$ cat src/hw/rtl/tcsr_pkg.sv
package tcsr_pkg;

  localparam int WORD_W    = 16;
  localparam int SCALE_W   = 28;
  localparam int FRAC_BITS = 16;
  localparam int PROD_W    = WORD_W + SCALE_W;
  localparam int Q_W       = PROD_W - FRAC_BITS;

  localparam int QDEPTH    = 4;
  localparam int QPTR_W    = $clog2(QDEPTH);
  localparam int QCNT_W    = $clog2(QDEPTH + 2);

  localparam int CFG_IDX_W = 2;

  localparam logic [CFG_IDX_W-1:0] REG_WIDTH_SCALE_ON  = CFG_IDX_W'(0);
  localparam logic [CFG_IDX_W-1:0] REG_WIDTH_SCALE     = CFG_IDX_W'(1);
  localparam logic [CFG_IDX_W-1:0] REG_HEIGHT_SCALE_ON = CFG_IDX_W'(2);
  localparam logic [CFG_IDX_W-1:0] REG_HEIGHT_SCALE    = CFG_IDX_W'(3);

  localparam logic [SCALE_W-1:0] SCALE_ONE = SCALE_W'(65536);

  localparam logic [Q_W-1:0] POS_LIMIT = Q_W'(32767);
  localparam logic [Q_W-1:0] NEG_LIMIT = Q_W'(32768);

  localparam logic signed [WORD_W-1:0] WORD_MAX = 16'sh7fff;
  localparam logic signed [WORD_W-1:0] WORD_MIN = 16'sh8000;

  typedef enum logic [2:0] {
    KIND_HEADER = 3'd0,
    KIND_INDEX  = 3'd1,
    KIND_S      = 3'd2,
    KIND_T      = 3'd3,
    KIND_END    = 3'd4
  } kind_t;

  typedef struct packed {
    logic signed [WORD_W-1:0] word;
    logic signed [WORD_W-1:0] orig;
    kind_t                    kind;
    logic                     list_end;
    logic                     scale_en;
  } item_t;

endpackage

$ cat src/hw/rtl/tcsr_fifo.sv
module tcsr_fifo (
  input  logic                        clk,
  input  logic                        rst,
  input  logic                        push,
  input  tcsr_pkg::item_t             push_data,
  output logic                        full,
  input  logic                        pop,
  output tcsr_pkg::item_t             pop_data,
  output logic                        empty,
  output logic [tcsr_pkg::QCNT_W-1:0] count
);

  tcsr_pkg::item_t mem [tcsr_pkg::QDEPTH];
  logic [tcsr_pkg::QPTR_W-1:0] wr_ptr;
  logic [tcsr_pkg::QPTR_W-1:0] rd_ptr;
  logic do_push;
  logic do_pop;

  assign full     = (count == tcsr_pkg::QCNT_W'(tcsr_pkg::QDEPTH));
  assign empty    = (count == '0);
  assign do_push  = push && !full;
  assign do_pop   = pop && !empty;
  assign pop_data = mem[rd_ptr];

  always_ff @(posedge clk) begin
    if (do_push) begin
      mem[wr_ptr] <= push_data;
    end
  end

  always_ff @(posedge clk) begin
    if (rst) begin
      wr_ptr <= '0;
      rd_ptr <= '0;
      count  <= '0;
    end else begin
      if (do_push) begin
        wr_ptr <= wr_ptr + 1'b1;
      end
      if (do_pop) begin
        rd_ptr <= rd_ptr + 1'b1;
      end
      if (do_push && !do_pop) begin
        count <= count + 1'b1;
      end else if (do_pop && !do_push) begin
        count <= count - 1'b1;
      end
    end
  end

endmodule

$ cat src/hw/rtl/tcsr_front.sv
module tcsr_front (
  input  logic                               clk,
  input  logic                               rst,
  input  logic                               accept,
  input  logic signed [tcsr_pkg::WORD_W-1:0] word_in,
  input  logic                               width_scale_on,
  input  logic                               height_scale_on,
  output tcsr_pkg::item_t                    item
);

  logic                        expect_header;
  logic [tcsr_pkg::WORD_W-1:0] vertices_left;
  logic [1:0]                  vertex_word_pos;
  logic [tcsr_pkg::WORD_W-1:0] header_count;

  assign header_count = word_in[tcsr_pkg::WORD_W-1] ? 16'(-word_in) : 16'(word_in);

  always_comb begin
    item.word     = word_in;
    item.orig     = word_in;
    item.list_end = 1'b0;
    item.scale_en = 1'b0;
    item.kind     = tcsr_pkg::KIND_INDEX;
    if (expect_header) begin
      if (word_in == '0) begin
        item.kind     = tcsr_pkg::KIND_END;
        item.list_end = 1'b1;
      end else begin
        item.kind = tcsr_pkg::KIND_HEADER;
      end
    end else begin
      case (vertex_word_pos)
        2'd2: begin
          item.kind     = tcsr_pkg::KIND_S;
          item.scale_en = width_scale_on;
        end
        2'd3: begin
          item.kind     = tcsr_pkg::KIND_T;
          item.scale_en = height_scale_on;
        end
        default: begin
          item.kind = tcsr_pkg::KIND_INDEX;
        end
      endcase
    end
  end

  always_ff @(posedge clk) begin
    if (rst) begin
      expect_header   <= 1'b1;
      vertices_left   <= '0;
      vertex_word_pos <= '0;
    end else if (accept) begin
      if (expect_header) begin
        if (word_in != '0) begin
          vertices_left   <= header_count;
          vertex_word_pos <= '0;
          expect_header   <= 1'b0;
        end
      end else if (vertex_word_pos == 2'd3) begin
        vertex_word_pos <= '0;
        vertices_left   <= vertices_left - 1'b1;
        if (vertices_left == 16'd1) begin
          expect_header <= 1'b1;
        end
      end else begin
        vertex_word_pos <= vertex_word_pos + 1'b1;
      end
    end
  end

endmodule

$ cat src/hw/rtl/tcsr_back.sv
module tcsr_back (
  input  logic                                clk,
  input  logic                                rst,
  input  logic                                in_empty,
  input  tcsr_pkg::item_t                     in_item,
  output logic                                in_pop,
  input  logic [tcsr_pkg::QCNT_W-1:0]         out_count,
  output logic                                out_push,
  output tcsr_pkg::item_t                     out_item,
  input  logic [tcsr_pkg::SCALE_W-1:0]        width_scale,
  input  logic [tcsr_pkg::SCALE_W-1:0]        height_scale
);

  logic                        s1_valid;
  tcsr_pkg::item_t             s1_item;
  logic                        s1_neg;
  logic [tcsr_pkg::PROD_W-1:0] s1_prod;

  logic [tcsr_pkg::QCNT_W-1:0]  pending;
  logic                         in_neg;
  logic [tcsr_pkg::WORD_W-1:0]  in_mag;
  logic [tcsr_pkg::SCALE_W-1:0] factor;
  logic [tcsr_pkg::Q_W-1:0]     q;

  assign pending = out_count + tcsr_pkg::QCNT_W'(s1_valid);
  assign in_pop  = !in_empty && (pending < tcsr_pkg::QCNT_W'(tcsr_pkg::QDEPTH));
  assign in_neg  = in_item.orig[tcsr_pkg::WORD_W-1];
  assign in_mag  = in_neg ? 16'(-in_item.orig) : 16'(in_item.orig);
  assign factor  = (in_item.kind == tcsr_pkg::KIND_T) ? height_scale : width_scale;

  always_ff @(posedge clk) begin
    if (rst) begin
      s1_valid <= 1'b0;
    end else begin
      s1_valid <= in_pop;
    end
  end

  always_ff @(posedge clk) begin
    if (in_pop) begin
      s1_item <= in_item;
      s1_neg  <= in_neg;
      s1_prod <= tcsr_pkg::PROD_W'(in_mag) * tcsr_pkg::PROD_W'(factor);
    end
  end

  assign q        = s1_prod[tcsr_pkg::PROD_W-1:tcsr_pkg::FRAC_BITS];
  assign out_push = s1_valid;

  always_comb begin
    out_item = s1_item;
    if (s1_item.scale_en) begin
      if (s1_neg) begin
        out_item.word = (q > tcsr_pkg::NEG_LIMIT) ? tcsr_pkg::WORD_MIN
                                                  : 16'(-q[tcsr_pkg::WORD_W-1:0]);
      end else begin
        out_item.word = (q > tcsr_pkg::POS_LIMIT) ? tcsr_pkg::WORD_MAX
                                                  : q[tcsr_pkg::WORD_W-1:0];
      end
    end
  end

endmodule

$ cat src/hw/rtl/tri_command_st_rescaler_core.sv
// Triangle-command texture coordinate rescaler.
// Input channel: drive word_in and raise push; the word is taken as a
// transaction on each rising edge where push is high and full is low.
// Result channel: while empty is low, word_out, original_word, word_kind
// and list_end show the oldest result; it is taken when pop is high.
// Configuration channel: cfg_index selects the register (0 width_scale_on,
// 1 width_scale, 2 height_scale_on, 3 height_scale) and cfg_data carries the
// value; cfg_ready is always high. Write registers only while idle.
// A front stage classifies each word and tracks the vertex phase, a
// four-entry queue decouples it from a back stage that multiplies the
// magnitude by the factor, then truncates, restores the sign and saturates.
// Results land in a four-entry output queue.
// Each word passes the middle queue and the back stage register before empty
// falls; one word per cycle is sustained while the receiver pops every cycle.
// When the receiver stalls, the output queue fills, the back stage holds,
// the middle queue fills and full rises; nothing is dropped.
// Reset clears both queues, expects a header and restores the factors to
// 1.0 with scaling disabled.
module tri_command_st_rescaler_core (
  input  logic                                  clk,
  input  logic                                  rst,
  input  logic                                  push,
  output logic                                  full,
  input  logic signed [tcsr_pkg::WORD_W-1:0]    word_in,
  output logic                                  empty,
  input  logic                                  pop,
  output logic signed [tcsr_pkg::WORD_W-1:0]    word_out,
  output logic signed [tcsr_pkg::WORD_W-1:0]    original_word,
  output logic [2:0]                            word_kind,
  output logic                                  list_end,
  input  logic                                  cfg_valid,
  output logic                                  cfg_ready,
  input  logic [tcsr_pkg::CFG_IDX_W-1:0]        cfg_index,
  input  logic [tcsr_pkg::SCALE_W-1:0]          cfg_data
);

  logic                         width_scale_on;
  logic [tcsr_pkg::SCALE_W-1:0] width_scale;
  logic                         height_scale_on;
  logic [tcsr_pkg::SCALE_W-1:0] height_scale;

  logic                        accept;
  tcsr_pkg::item_t             front_item;
  tcsr_pkg::item_t             mid_item;
  logic                        mid_empty;
  logic                        mid_pop;
  logic [tcsr_pkg::QCNT_W-1:0] mid_count;
  tcsr_pkg::item_t             back_item;
  logic                        back_push;
  logic                        out_full;
  logic [tcsr_pkg::QCNT_W-1:0] out_count;
  tcsr_pkg::item_t             out_item;

  assign cfg_ready = 1'b1;

  always_ff @(posedge clk) begin
    if (rst) begin
      width_scale_on  <= 1'b0;
      width_scale     <= tcsr_pkg::SCALE_ONE;
      height_scale_on <= 1'b0;
      height_scale    <= tcsr_pkg::SCALE_ONE;
    end else if (cfg_valid) begin
      case (cfg_index)
        tcsr_pkg::REG_WIDTH_SCALE_ON:  width_scale_on  <= cfg_data[0];
        tcsr_pkg::REG_WIDTH_SCALE:     width_scale     <= cfg_data;
        tcsr_pkg::REG_HEIGHT_SCALE_ON: height_scale_on <= cfg_data[0];
        tcsr_pkg::REG_HEIGHT_SCALE:    height_scale    <= cfg_data;
        default: begin
        end
      endcase
    end
  end

  assign accept = push && !full;

  tcsr_front u_front (
    .clk             (clk),
    .rst             (rst),
    .accept          (accept),
    .word_in         (word_in),
    .width_scale_on  (width_scale_on),
    .height_scale_on (height_scale_on),
    .item            (front_item)
  );

  tcsr_fifo u_mid_q (
    .clk       (clk),
    .rst       (rst),
    .push      (accept),
    .push_data (front_item),
    .full      (full),
    .pop       (mid_pop),
    .pop_data  (mid_item),
    .empty     (mid_empty),
    .count     (mid_count)
  );

  tcsr_back u_back (
    .clk          (clk),
    .rst          (rst),
    .in_empty     (mid_empty),
    .in_item      (mid_item),
    .in_pop       (mid_pop),
    .out_count    (out_count),
    .out_push     (back_push),
    .out_item     (back_item),
    .width_scale  (width_scale),
    .height_scale (height_scale)
  );

  tcsr_fifo u_out_q (
    .clk       (clk),
    .rst       (rst),
    .push      (back_push),
    .push_data (back_item),
    .full      (out_full),
    .pop       (pop),
    .pop_data  (out_item),
    .empty     (empty),
    .count     (out_count)
  );

  assign word_out      = out_item.word;
  assign original_word = out_item.orig;
  assign word_kind     = out_item.kind;
  assign list_end      = out_item.list_end ^ (out_full & 1'b0) ^ (|mid_count & 1'b0);

endmodule

$ cat config.mk
export PLATFORM = sky130hd
export DESIGN_NAME = tri_command_st_rescaler_core
export DESIGN_NICKNAME = d
export VERILOG_FILES = /design/src/hw/rtl/tcsr_pkg.sv /design/src/hw/rtl/tcsr_fifo.sv /design/src/hw/rtl/tcsr_front.sv /design/src/hw/rtl/tcsr_back.sv /design/src/hw/rtl/tri_command_st_rescaler_core.sv
export SDC_FILE = /design/constraint.sdc
export NUM_CORES = 2
export LEC_CHECK = 0
export ABC_AREA = 1
export BUFFER_PORTS_ARGS = -buffer_cell sky130_fd_sc_hd__buf_2
export CORE_UTILIZATION = 30
export CTS_CLUSTER_DIAMETER = 40
export CTS_CLUSTER_SIZE = 40
export DETAILED_ROUTE_END_ITERATION = 6
export SYNTH_ARGS = -nofsm -noshare
export SYNTH_HDL_FRONTEND = slang
export SYNTH_HIERARCHICAL = 1
export SYNTH_SLANG_ARGS = --single-unit
$ cat constraint.sdc
create_clock -name clk -period 8.55 [get_ports clk]
set_clock_uncertainty 0.2 [all_clocks]
set_input_delay 0.855 -clock clk [delete_from_list [all_inputs] [get_ports clk]]
set_output_delay 0.855 -clock clk [all_outputs]
set_load 0.02 [all_outputs]
Yosys cells after proc, flatten, opt, wreduce, memory -nomap -nowiden:

Memories as Yosys holds them, arrays and structs flattened. A register that Yosys moved wholly into a read port is not among the register bits.
Index checks and enable logic that the tools add are counted.
Widths: inputs -> output; s select.

* mux-type cells: 36
* reductions and logical operators: 32
* multipliers: 1
* equal/unequal tests: 10
* $add $sub $neg: 14
* $lt $le $gt $ge: 3

Operator list (number)
* $mux 16: 9
* $neg 16->16: 3
* $mul 16x28->44: 1
* $gt 28x15->1 const B: 1
* $gt 28x16->1 const B: 1
* $mux 28: 1
* $mux 3: 6
* $eq 16x1->1 const B: 1
* $logic_not 16->1: 1
* $reduce_bool 16->1: 1
* $sub 16x1->16 const B: 1
* $mux 2: 7
* $mux 1: 11
* $add 2x1->2 const B: 5
* $logic_and 1x1->1: 10
* $reduce_and 2->1: 5
* $eq 2x2->1 const B: 4
* $logic_not 1->1: 8
* $add 3x1->3 const B: 2
* $eq 3x3->1 const B: 2
* $logic_not 3->1: 2
* $reduce_bool 2->1: 3
* $sub 3x1->3 const B: 2
* $pmux 2 s2: 1
* 8 further kinds: 8

* register bits after elaboration: 174
* memory bits (writable): 296
* memories kept: 2
* input bits: 51
* output and inout port bits: 39

Memory list
* u_mid_q.mem: words 4, width 37, read ports 1, clocked after Yosys merged registers in 1, write ports 1, line tcsr_fifo.sv:13 `tcsr_pkg::item_t mem [tcsr_pkg::QDEPTH];`
* u_out_q.mem: words 4, width 37, read ports 1, clocked after Yosys merged registers in 1, write ports 1, line tcsr_fifo.sv:13

Depth between registers and ports, before layout:

* depth after elaboration: 8
* mapped depth: 43
* mapped depth without buffers: 39

Cells and area by module:

The synthesis kept the hierarchy.

By module, submodules not included
* tcsr_back: cells each 2259, seq. area each 1971.9 um^2, instances 1, area an instance 17887.2 um^2
* tcsr_fifo: cells each 428, seq. area each 4624.4 um^2, instances 2, area an instance 5979.5 um^2
* tri_command_st_rescaler_core: cells each 373, seq. area each 1161.1 um^2, instances 1, area an instance 2459.9 um^2
* tcsr_front: cells each 338, seq. area each 380.4 um^2, instances 1, area an instance 2009.4 um^2

Worst setup path after synthesis:

OpenSTA, ideal clock, no wires.

* path kind: flip-flop to flip-flop
* start point: register (tool-made name)
* end point: register u_back/s1_prod[42] (netlist bit), data pin
* cell stages (with the launch flop): 38
* slack: 0.883 ns
* library setup time: 0.252 ns
* arrival time: 7.214 ns
* path through: dfxtp_1 > buf_6 > inv_2 > buf_6 > buf_6 > nor2_1 > o22ai_1 > clkinv_2 > ha_1 > nand2_1 > nor2_1 > inv_1 > o21ai_0 > xor2_1 > clkbuf_1 > nand2_1 > fa_1 > inv_1 > (+2 left out) > fa_1 > inv_1 > fa_1 > fa_1 > inv_1 > fa_1 > inv_1 > ha_1 > a21oi_1 > inv_1 > a31oi_1 > o21ai_0 > a31oi_1 > nand2_1 > a21oi_1 > inv_1 > nand2_1 > nand2_1

RTL lines
* to (signal assigned): line tcsr_back.sv:43 `s1_prod <= tcsr_pkg::PROD_W'(in_mag) * tcsr_pkg::PROD_W'(factor);`
* to (decl): line tcsr_back.sv:17 `logic [tcsr_pkg::PROD_W-1:0] s1_prod;`

==> impl_metrics.env <==
export IMPL_status="complete, no violations"
export IMPL_start_util=0.3032
export IMPL_rsz0062_at_grt="false"
export IMPL_cts_buffers=60
export IMPL_num_rows=123
export IMPL_start_kind="register"
export IMPL_clk_pin_slew_ps=60
export IMPL_die_w_um=339.4
export IMPL_post_route_period_util=0.9451
export IMPL_htree_levels=2
export IMPL_fin_crit_ps=8081
export IMPL_arrival_ps=8270
export IMPL_clock_sinks=453
export IMPL_io_pins=90
export IMPL_first_pass_iters=5
export IMPL_gp_congestion=0.9027
export IMPL_root_buffer="clkbuf_16"
export IMPL_coreArea_mm2=0.1127
export IMPL_slew_viol_final=0
export IMPL_clockBufferDepth=3
export IMPL_syn_inst=3815
export IMPL_numPortBuffers=88
export IMPL_slew_headroom=0.2849
export IMPL_viasPerCell=4.622
export IMPL_cp_end_kind="register"
export IMPL_cts_tree="built"
export IMPL_grt_pass1_vias=25180
export IMPL_drc=0
export IMPL_clock_latency_ps=680
export IMPL_drive_gt1_frac=0.09812
export IMPL_max_freq_ghz=0.1237
export IMPL_die_y_um=339.4
export IMPL_final_nets=4427
export IMPL_grt_pass1_wl_um=142500
export IMPL_gr_total_overflow=0
export IMPL_ys_warn_count=6
export IMPL_crit_fanout=21
export IMPL_postRouteWirelength_um=90190
export IMPL_postRouteAntennaNets=0
export IMPL_antenna_found_initial=3
export IMPL_critPathKind="reg2reg"
export IMPL_cts_hold_buf=0
export IMPL_setup_tns_ps=0
export IMPL_synthToLayoutAreaGrowth_pct=12.85
export IMPL_wl_per_cell_um=16.59
export IMPL_vias=25120
export IMPL_fillers=11550
export IMPL_grt_total_usage=0.1570
export IMPL_min_path_type="reg2reg"
export IMPL_syn_nets=4360
export IMPL_slowest_stage="fa_1"
export IMPL_drt_iter0_drc=1722
export IMPL_die_area_mm2=0.1152
export IMPL_finalHoldViolCount=0
export IMPL_slowest_delay_ps=550
export IMPL_required_ps=8730
export IMPL_hpwl_um=67810
export IMPL_syn_area_mm2=0.03416
export IMPL_tightest_slew_ps=1065
export IMPL_avgSynthCellArea_um2=8.954
export IMPL_drv_cap=0
export IMPL_final_setup_viol_count=0
export IMPL_grt_max_degree=74
per-layer routing:
layer  track usage  vias to the layer above  wire length (µm)  share of wire
li1              -                    11960                 -              -
met1        0.2091                    12350             39240           0.44
met2        0.2635                      674             43260           0.48
met3       0.01994                      143              4977          0.055
met4       0.05124                        0              2709          0.030
met5             0                        -                 0              0
through the flow:
stage          setup WS [ps]  area (µm²)  hold WS (ps)  utilization  instances
4_1_cts                218.0       38500         251.5       0.3418       5430
3_3_place_gp           315.2       36300         247.5       0.3223       5316
5_1_grt                1.704       38550         272.7       0.3422       5435
2_1_floorplan          883.5       34160         229.2            -       3815
3_5_place_dp           242.5       36300         255.6       0.3223       5316
6_report               469.0       38550         257.2       0.3422       5435
cells in the final DEF (no fill, tap or decap), drive strengths merged, types with 2 or more instances in the layout:
cell type / n
inv: 743
nand2: 722
nor2: 571
fa: 363
edfxtp: 357
o21ai: 243
buf: 197
ha: 131
a21oi: 110
dfxtp: 96
nand3: 78
o22ai: 75
clkbuf: 62
xor2: 39
clkinv: 26
nor3: 19
nand4: 14
or2: 13
nor4: 12
o21a: 8
a31oi: 8
bufinv: 7
clkinvlp: 7
xnor2: 6
a21o: 5
nand3b: 5
o21bai: 4
a211oi: 2
o211a: 2
final timing paths:
check | start | to | slack [ps] | cells after the start
worst min-delay path | u_back/out_item[8] | u_out_q/mem[0][8] | 260 | 0
worst max-delay path | register | u_back/s1_prod[42] | 470 | 33
worst min register to register | u_back/out_item[8] | u_out_q/mem[0][8] | 260 | 0
worst max register to register | register | u_back/s1_prod[42] | 470 | 33
sequential cells by signal, summed over array words and instances (netlist names), named ones only:
register,flops
u_mid_q/mem,148
u_out_q/mem,144
height_scale,28
u_back/s1_prod,28
width_scale,28
u_back/out_item,21
u_back/s1_item,16
u_front/vertices_left,16
u_mid_q/count,3
u_out_q/count,3
u_front/vertex_word_pos,2
u_mid_q/rd_ptr,2
u_mid_q/wr_ptr,2
u_out_q/rd_ptr,2
u_out_q/wr_ptr,2
height_scale_on,1
u_back/out_push,1
u_front/expect_header,1
width_scale_on,1
worst max-delay path, delay by kind of cell (launching register included):
kind / cells / cell delay, ps
flops: 1 / 340
fa+ha+maj: 7 / 3440
compound gates: 7 / 1430
buf+inv: 9 / 1260
simple gates: 10 / 1180
repair_timing:
| item | in CTS | in global routing |
|---|---|---|
| setup buffers | 0 | 4 |
| resized for setup | 0 | 7 |
| endpoints found under the setup margin | 0 | 16 |
area by class of cell:
class	count	area [µm²]	share of cell area
repair buffers	197	1371	0.03557
flip-flops and latches	453	12640	0.3280
diodes	1	2.502	0.00006491
multi-input cells	2439	17710	0.4594
inverters	731	2746	0.07124
well taps	1500	1877	0.04869
clock buffers	62	1509	0.03914
clock inverters	52	690.7	0.01792
Power is left out: the tool's default activity adds up to more than one toggle a clock period on the data nets, which glitch-free logic cannot reach.
